## config.mk

```make
export PLATFORM = sky130hd
export DESIGN_NAME = hpe_seq
export DESIGN_NICKNAME = d
export VERILOG_FILES = /design/src/hdl/hpe_pkg.sv /design/src/hdl/hpe_seq.sv
export SDC_FILE = /design/constraint.sdc
export NUM_CORES = 2
export LEC_CHECK = 0
export BUFFER_PORTS_ARGS = -buffer_cell sky130_fd_sc_hd__buf_4
export CORE_ASPECT_RATIO = 1.25
export CORE_MARGIN = 3
export CORE_UTILIZATION = 45
export CTS_CLUSTER_SIZE = 12
export DETAILED_ROUTE_END_ITERATION = 7
export GPL_TIMING_DRIVEN = 0
export PLACE_DENSITY = 0.66
export SETUP_SLACK_MARGIN = 0.05
export SYNTH_ARGS = -nofsm -noshare
export SYNTH_HDL_FRONTEND = slang
export SYNTH_SLANG_ARGS = --single-unit
```

## constraint.sdc

```tcl
create_clock -name clk -period 10.6 [get_ports clk]
set_clock_uncertainty 0.2 [all_clocks]
set_input_delay 0.53 -clock clk [delete_from_list [all_inputs] [get_ports clk]]
set_output_delay 0.53 -clock clk [all_outputs]
set_load 0.05 [all_outputs]
```

## src/hdl/hpe_pkg.sv

```systemverilog
// Shared constants and types for the Horner polynomial bank evaluator.
`default_nettype none
package hpe_pkg;

  localparam int DEF_MAX_COEFFS  = 16;
  localparam int DEF_MAX_COLUMNS = 16;
  localparam int RESULT_LIMIT    = 16;
  localparam int FRAC_BITS       = 16;

  localparam logic ACT_LOAD = 1'b0;
  localparam logic ACT_EVAL = 1'b1;

  localparam logic REG_POLY_DEGREE  = 1'b0;
  localparam logic REG_COLUMN_COUNT = 1'b1;

  localparam logic [3:0] POLY_DEGREE_RST  = 4'd0;
  localparam logic [4:0] COLUMN_COUNT_RST = 5'd1;

  typedef struct packed {
    logic [3:0] poly_degree;
    logic [4:0] column_count;
  } cfg_t;

endpackage
`default_nettype wire

```

## src/hdl/hpe_seq.sv

```systemverilog
// Horner sequencer: walks the store per column with one shared multiply-add.
`default_nettype none
module hpe_seq #(
  parameter int MAX_COEFFS  = hpe_pkg::DEF_MAX_COEFFS,
  parameter int MAX_COLUMNS = hpe_pkg::DEF_MAX_COLUMNS,
  parameter int ADDR_W      = 8
) (
  input  wire logic              clk,
  input  wire logic              rst,
  input  wire hpe_pkg::cfg_t     cfg,
  input  wire logic              in_valid,
  output logic                   in_ready,
  input  wire logic              in_action,
  input  wire logic [3:0]        in_column,
  input  wire logic [3:0]        in_index,
  input  wire logic [31:0]       in_coeff,
  input  wire logic [31:0]       in_point,
  output logic                   out_valid,
  input  wire logic              out_ready,
  output logic      [3:0]        out_column,
  output logic      [31:0]       out_value,
  output logic                   out_overflow,
  output logic                   out_last,
  output logic                   ram_we,
  output logic      [ADDR_W-1:0] ram_waddr,
  output logic      [31:0]       ram_wdata,
  output logic                   ram_re,
  output logic      [ADDR_W-1:0] ram_raddr,
  input  wire logic [31:0]       ram_rdata
);

  localparam int COL_LIM = (MAX_COLUMNS < hpe_pkg::RESULT_LIMIT) ?
                           MAX_COLUMNS : hpe_pkg::RESULT_LIMIT;
  localparam int J_W = (COL_LIM > 1) ? $clog2(COL_LIM) : 1;
  localparam int N_W = $clog2(COL_LIM + 1);
  localparam int K_W = (MAX_COEFFS > 1) ? $clog2(MAX_COEFFS) : 1;

  typedef enum logic [2:0] {
    S_IDLE,
    S_TOP,
    S_MUL,
    S_ADD,
    S_OUT
  } state_t;

  state_t state;

  logic signed [31:0] x;
  logic signed [31:0] y;
  logic signed [63:0] prod;
  logic               ovf;
  logic [J_W-1:0]     j;
  logic [K_W-1:0]     k;
  logic [K_W-1:0]     deg;
  logic [N_W-1:0]     ncols;

  logic [K_W-1:0]     deg_eff;
  logic [N_W-1:0]     ncols_eff;
  logic               accept;
  logic               last_col;
  logic               out_free;
  logic               out_load;
  logic signed [48:0] sum;
  logic signed [31:0] sat_value;
  logic               sat_flag;

  always_comb begin
    deg_eff = (32'(cfg.poly_degree) > MAX_COEFFS - 1) ? K_W'(MAX_COEFFS - 1)
                                                       : K_W'(cfg.poly_degree);
    ncols_eff = (32'(cfg.column_count) > COL_LIM) ? N_W'(COL_LIM)
                                                   : N_W'(cfg.column_count);
  end

  assign in_ready = (state == S_IDLE);
  assign accept   = in_valid && in_ready;
  assign last_col = (8'(j) + 8'd1) == 8'(ncols);
  assign out_free = !out_valid || out_ready;
  assign out_load = (state == S_OUT) && out_free;

  // coefficient load path
  always_comb begin
    ram_we    = accept && (in_action == hpe_pkg::ACT_LOAD) &&
                (32'(in_column) < MAX_COLUMNS) && (32'(in_index) < MAX_COEFFS);
    ram_waddr = ADDR_W'(32'(in_column) * MAX_COEFFS + 32'(in_index));
    ram_wdata = in_coeff;
  end

  // read issue, ahead of the state that uses the data
  always_comb begin
    ram_re    = 1'b0;
    ram_raddr = ADDR_W'(32'(j) * MAX_COEFFS + 32'(k) - 1);
    case (state)
      S_IDLE: begin
        ram_re    = accept && (in_action == hpe_pkg::ACT_EVAL) && (ncols_eff != '0);
        ram_raddr = ADDR_W'(32'(deg_eff));
      end
      S_TOP, S_ADD: begin
        ram_re = (k != '0);
      end
      S_OUT: begin
        ram_re    = out_free && !last_col;
        ram_raddr = ADDR_W'((32'(j) + 1) * MAX_COEFFS + 32'(deg));
      end
      default: begin
        ram_re = 1'b0;
      end
    endcase
  end

  // c_k + (x*y >>> 16), saturated to 32 bits
  always_comb begin
    sum = 49'(signed'(ram_rdata)) + signed'({prod[63], prod[63:hpe_pkg::FRAC_BITS]});
    sat_flag  = 1'b0;
    sat_value = sum[31:0];
    if (sum > 49'sd2147483647) begin
      sat_flag  = 1'b1;
      sat_value = 32'sh7fffffff;
    end else if (sum < -49'sd2147483648) begin
      sat_flag  = 1'b1;
      sat_value = 32'sh80000000;
    end
  end

  always_ff @(posedge clk) begin
    if (rst) begin
      state     <= S_IDLE;
      out_valid <= 1'b0;
    end else begin
      if (out_ready && !out_load) begin
        out_valid <= 1'b0;
      end
      case (state)
        S_IDLE: begin
          if (accept && (in_action == hpe_pkg::ACT_EVAL)) begin
            x     <= in_point;
            j     <= '0;
            k     <= deg_eff;
            deg   <= deg_eff;
            ncols <= ncols_eff;
            if (ncols_eff != '0) begin
              state <= S_TOP;
            end
          end
        end
        S_TOP: begin
          y   <= ram_rdata;
          ovf <= 1'b0;
          if (k == '0) begin
            state <= S_OUT;
          end else begin
            k     <= k - 1'b1;
            state <= S_MUL;
          end
        end
        S_MUL: begin
          prod  <= x * y;
          state <= S_ADD;
        end
        S_ADD: begin
          y   <= sat_value;
          ovf <= ovf | sat_flag;
          if (k == '0) begin
            state <= S_OUT;
          end else begin
            k     <= k - 1'b1;
            state <= S_MUL;
          end
        end
        S_OUT: begin
          if (out_free) begin
            out_valid    <= 1'b1;
            out_column   <= 4'(j);
            out_value    <= y;
            out_overflow <= ovf;
            out_last     <= last_col;
            if (last_col) begin
              state <= S_IDLE;
            end else begin
              j     <= j + 1'b1;
              k     <= deg;
              state <= S_TOP;
            end
          end
        end
        default: begin
          state <= S_IDLE;
        end
      endcase
    end
  end

endmodule
`default_nettype wire

```

### Word level (Yosys, flattened, before mapping)

Index checks and enable logic that the tools add are counted.

* multiply operators: 1
* multiplexer cells: 27
* bitwise gates (word level): 3
* equality and inequality tests: 10
* add/sub/neg operators: 9
* magnitude comparators: 3
* reductions and logical operators: 26

Operator list (number)
* multiplier 32 x 32 -> 64 bit: 1
* two-way mux 32 bit: 2
* case mux 32 bit (2 select lines): 1
* adder 32 x 48 -> 49 bit: 1
* > comparator 49 x 32 -> 1 bit, second input constant: 1
* less-than comparator 49 x 32 -> 1 bit, second input constant: 1
* two-way mux 4 bit: 7
* adder 8 x 4 -> 8 bit: 3
* case mux 8 bit (2 select lines): 1
* two-way mux 3 bit: 4
* case mux 3 bit (4 select lines): 1
* case mux 4 bit (3 select lines): 1
* AND reduction 3 bit: 3
* adder 4 x 1 -> 4 bit, second input constant: 2
* case mux 4 bit (2 select lines): 1
* subtractor 8 x 1 -> 8 bit, second input constant: 1
* logical AND 1 bit: 7
* equality test 3 x 2 -> 1 bit, second input constant: 2
* two-way mux 1 bit: 6
* inequality test 2 bit, second input constant: 3
* AND reduction 6 bit: 1
* adder 4 x 1 -> 5 bit, second input constant: 1
* equality test 5 bit: 1
* > comparator 5 bit, second input constant: 1
* 20 further kinds: 26

* bits in registers: 188
* logic and storage cells: 93

### Depth between registers and ports, before layout

* depth after elaboration: 8
* gate-level depth with buffers: 30

### Least setup slack after synthesis

OpenSTA, ideal clock, no wires.

* kind: register to register
* from: register x[31]
* to: register prod[61], data pin
* clock period less this slack: 8288 ps
* path slack: 2312 ps
* path buffers: 2
* data arrival time: 7830 ps
* stages on the path, launching flop included: 30
* library setup time: 258 ps
* cell sequence: edfxtp_1 -> clkbuf_1 -> nand2_1 -> inv_1 -> fa_1 -> inv_1 -> fa_1 -> inv_1 -> fa_1 -> fa_1 -> inv_1 -> fa_1 -> inv_1 -> fa_1 -> inv_1 -> fa_1 -> inv_1 -> fa_1 -> ha_1 -> clkbuf_1 -> a21o_1 -> a21o_1 -> a21o_1 -> a21o_1 -> a21oi_1 -> o21ai_0 -> a21o_1 -> or2_2 -> o22a_1 -> xor2_1

* cells in the longest elaborated chain, start to end: 1

Ends and longest elaborated chain
* start, declared: line hpe_seq.sv:48 `logic signed [31:0] x;`
* start signal, assigned: line hpe_seq.sv:135 `x <= in_point;`
* multiplier 32 x 32 -> 64 bit: line hpe_seq.sv:156 `prod <= x * y;`
* end signal, assigned: line hpe_seq.sv:156
* end, declared: line hpe_seq.sv:50 `logic signed [63:0] prod;`

No other way between the ends.
A chain may end at the register's enable or synchronous reset.

### Worst setup path in the final report

* from: register x[9]
* to: register prod[55], data pin

Same word-level chain as after synthesis.

==> run metrics <==
status finished clean; GPL Wtd Cong 1.00; fraction of registers with async set/reset 0%; CP max stage cell o311ai_1; area fraction of the dominant cell type after synthesis 47.7%; simple-gate area share of the yosys netlist 15.7%; drt pass-1 iters 5; Post-Synthesis Cells 4,681; Clock transition at path regs 80 ps; die area 0.105 mm^2; Register Area 0.00512 mm^2; die extent in y 361 um; Final Hold Viols 0; synthesis-to-layout area growth 8.80%; WP depth 25; DRC 0; # fillers 9,380; Data required, critical path 10,630 ps; initial antenna violation count 9; # Post-CTS Setup Buffers 0; nets 6,342; number of flops mapped to enable cells by yosys 168; top_reg_cell synth edfxtp_1; Post-Synth Adder-Cell Area 54.1%; final core utilization 49.6%; Sink Count 172; layout cell share with drive strength beyond 1 6.05%; PortBufs 166; worst hold path type input pin to register; Clk Latency, worst-skew pair 540 ps; Die X 290 um; main combinational cell family by area after synthesis adder cells; GRT Total Usage 30.3%; I/O pins 208; Netlist cell types 81; Clk Tree Root Cell clkbuf_16; Syn Nets 6,112; max incr delay on CP 1000 ps; sequential share of the synthesized area 11.3%; top-count cell post-synth fa_1; Initial DRC Count 2,372; Setup crit end kind register; Overflow after GRT 0; commonest cells in the netlist fa_1 (1,082), inv_1 (970), nand2_1 (603); multi-input logic area 0.0354 mm^2; first-pass GRT wire length 233 mm; post-synth top area cell fa_1; pin count of the biggest net entering global routing 35; Synth Area in Compound Gates 5.97%; Tcrit/Tclk final 95.8%; H-tree levels 4; Synth Cell Area 0.0454 mm^2; Site Rows 129; Hold Crit Depth 3; Worst Tran Pin Value 1240 ps; # setup viols final 0; cell mode on critical path fa_1; TritonCTS Buffers 17; Via density 5.48; total number of vias 34,206; Max Root-Sink Buffers 2; drt total wl 156 mm; post-synthesis mux area share 0.116%; synth warn 0; crit-path leading delay family adder cells; Avg Inst Size Synth 9.70 um^2; core box area 0.0996 mm^2; Hold Buf Count CTS 36; R2R depth 25; Synth Area in XOR/XNOR 2.10%; FF+latch count, synth 172; post-cts sizing count 0; routed length per placed instance 24.9 um; Initial Utilization 45.6%; crit path time final 10,150 ps; RSZ-0062 raised after global routing false; critical path peak fanout 10; remaining antenna violation count after routing 0; # Max-Cap Violations 0; final slew viol count 0; kind of critical path register to register; Buffers & Inverters on Critical Path 4; total negative slack 0 ps; Max-slew headroom 17.0%; CTS tree done; Fmax 98.5 MHz; top post-synthesis cells by area fa_1 (48%), edfxtp_1 (11%), inv_1 (8.0%), and2_1 (7.1%), ha_1 (6.4%); Crit path arrival time 10,190 ps; Startpoint Class register; hpwl dp 136 mm; vias in the first global route 36,794
sequential cells by signal, summed over array words and instances, names as in the netlist, 3 cells and up:
signal,count
y,32
out_column,4
state,3
j,4
out_value,32
prod,48
x,32
k,4
ncols,5
deg,4
worst register-to-register path: stages (launching register included):
cell and delay [ps]:
edfxtp_1 660, clkbuf_1 790, nand2_1 210, fa_1 590, fa_1 460, fa_1 500, inv_1 50, fa_1 530
ha_1 230, ha_1 280, inv_1 50, fa_1 480, inv_1 50, fa_1 460, ha_1 340, nand2_1 70
a211oi_1 190, a22oi_1 250, o31ai_1 680, a41oi_1 530, o311ai_1 1010, a311o_1 390, a21oi_1 140, o21ai_0 370
a21boi_0 180, xnor2_1 180
layer usage:
metal	GRT usage, %	share of wire (%)
met4	22.3	8.8
met1	34.7	35
met2	52.0	50
met3	4.31	6.4
met5	0	0
area by class of cell:
| cell class | count | area share, % |
|---|---|---|
| Sequential cell | 172 | 10.4 |
| Antenna cell | 9 | 0.0456 |
| Multi-Input combinational cell | 3259 | 71.7 |
| Buffer | 280 | 2.51 |
| Tap cell | 1310 | 3.32 |
| Timing Repair Buffer | 211 | 3.48 |
| Inverter | 970 | 7.37 |
| Clock inverter | 13 | 0.306 |
| Clock buffer | 19 | 0.876 |
through the flow:
| stage | hold WS (ps) | instances | setup WS, ps | area [um^2] |
|---|---|---|---|---|
| final | 108 | 6243 | 447 | 49400 |
| after floorplan | 224 | 4681 | 2310 | 45400 |
| after detailed placement | 244 | 6166 | 508 | 48400 |
| after global placement | 237 | 6157 | 536 | 48300 |
| after CTS | 81.8 | 6234 | 495 | 49400 |
| after global routing | 106 | 6235 | 105 | 49400 |
path summary, 6_finish.rpt:
check	startpoint	end	slack (ps)
hold / removal	ram_rdata[12]	y[12]$_DFFE_PP_	110
setup reg to reg	x[9]$_DFFE_PP_	prod[55]$_DFFE_PP_	450
setup / recovery	x[9]$_DFFE_PP_	prod[55]$_DFFE_PP_	450
hold reg to reg	j[2]$_SDFFCE_PN0P_	out_column[2]$_DFFE_PP_	260
placed cells by master, fill, tap and decap left out, types with 39 or more instances in the layout:
cell type	Yosys	routed
a21oi_1	124	124
nor2b_1	44	44
nor2_1	100	97
inv_1	970	970
edfxtp_1	168	168
fa_1	1082	1082
o21ai_0	75	75
clkbuf_1	220	222
xor2_1	39	39
buf_4	41	213
nand2_1	603	603
ha_1	231	231
a21o_1	49	49
xnor2_1	70	70
and2_1	515	515
cell families after synthesis:
group | Yosys count
multiplexers | 5
AND/OR/NAND/NOR | 1417
XOR/XNOR | 109
adder cells (fa/ha/maj) | 1313
AO/OA/AOI/OAI | 415
buffers and inverters | 1250
flip-flops | 172
Power is not shown: default switching activity piles up to over one toggle a cycle in this logic, so the estimate is an artifact.
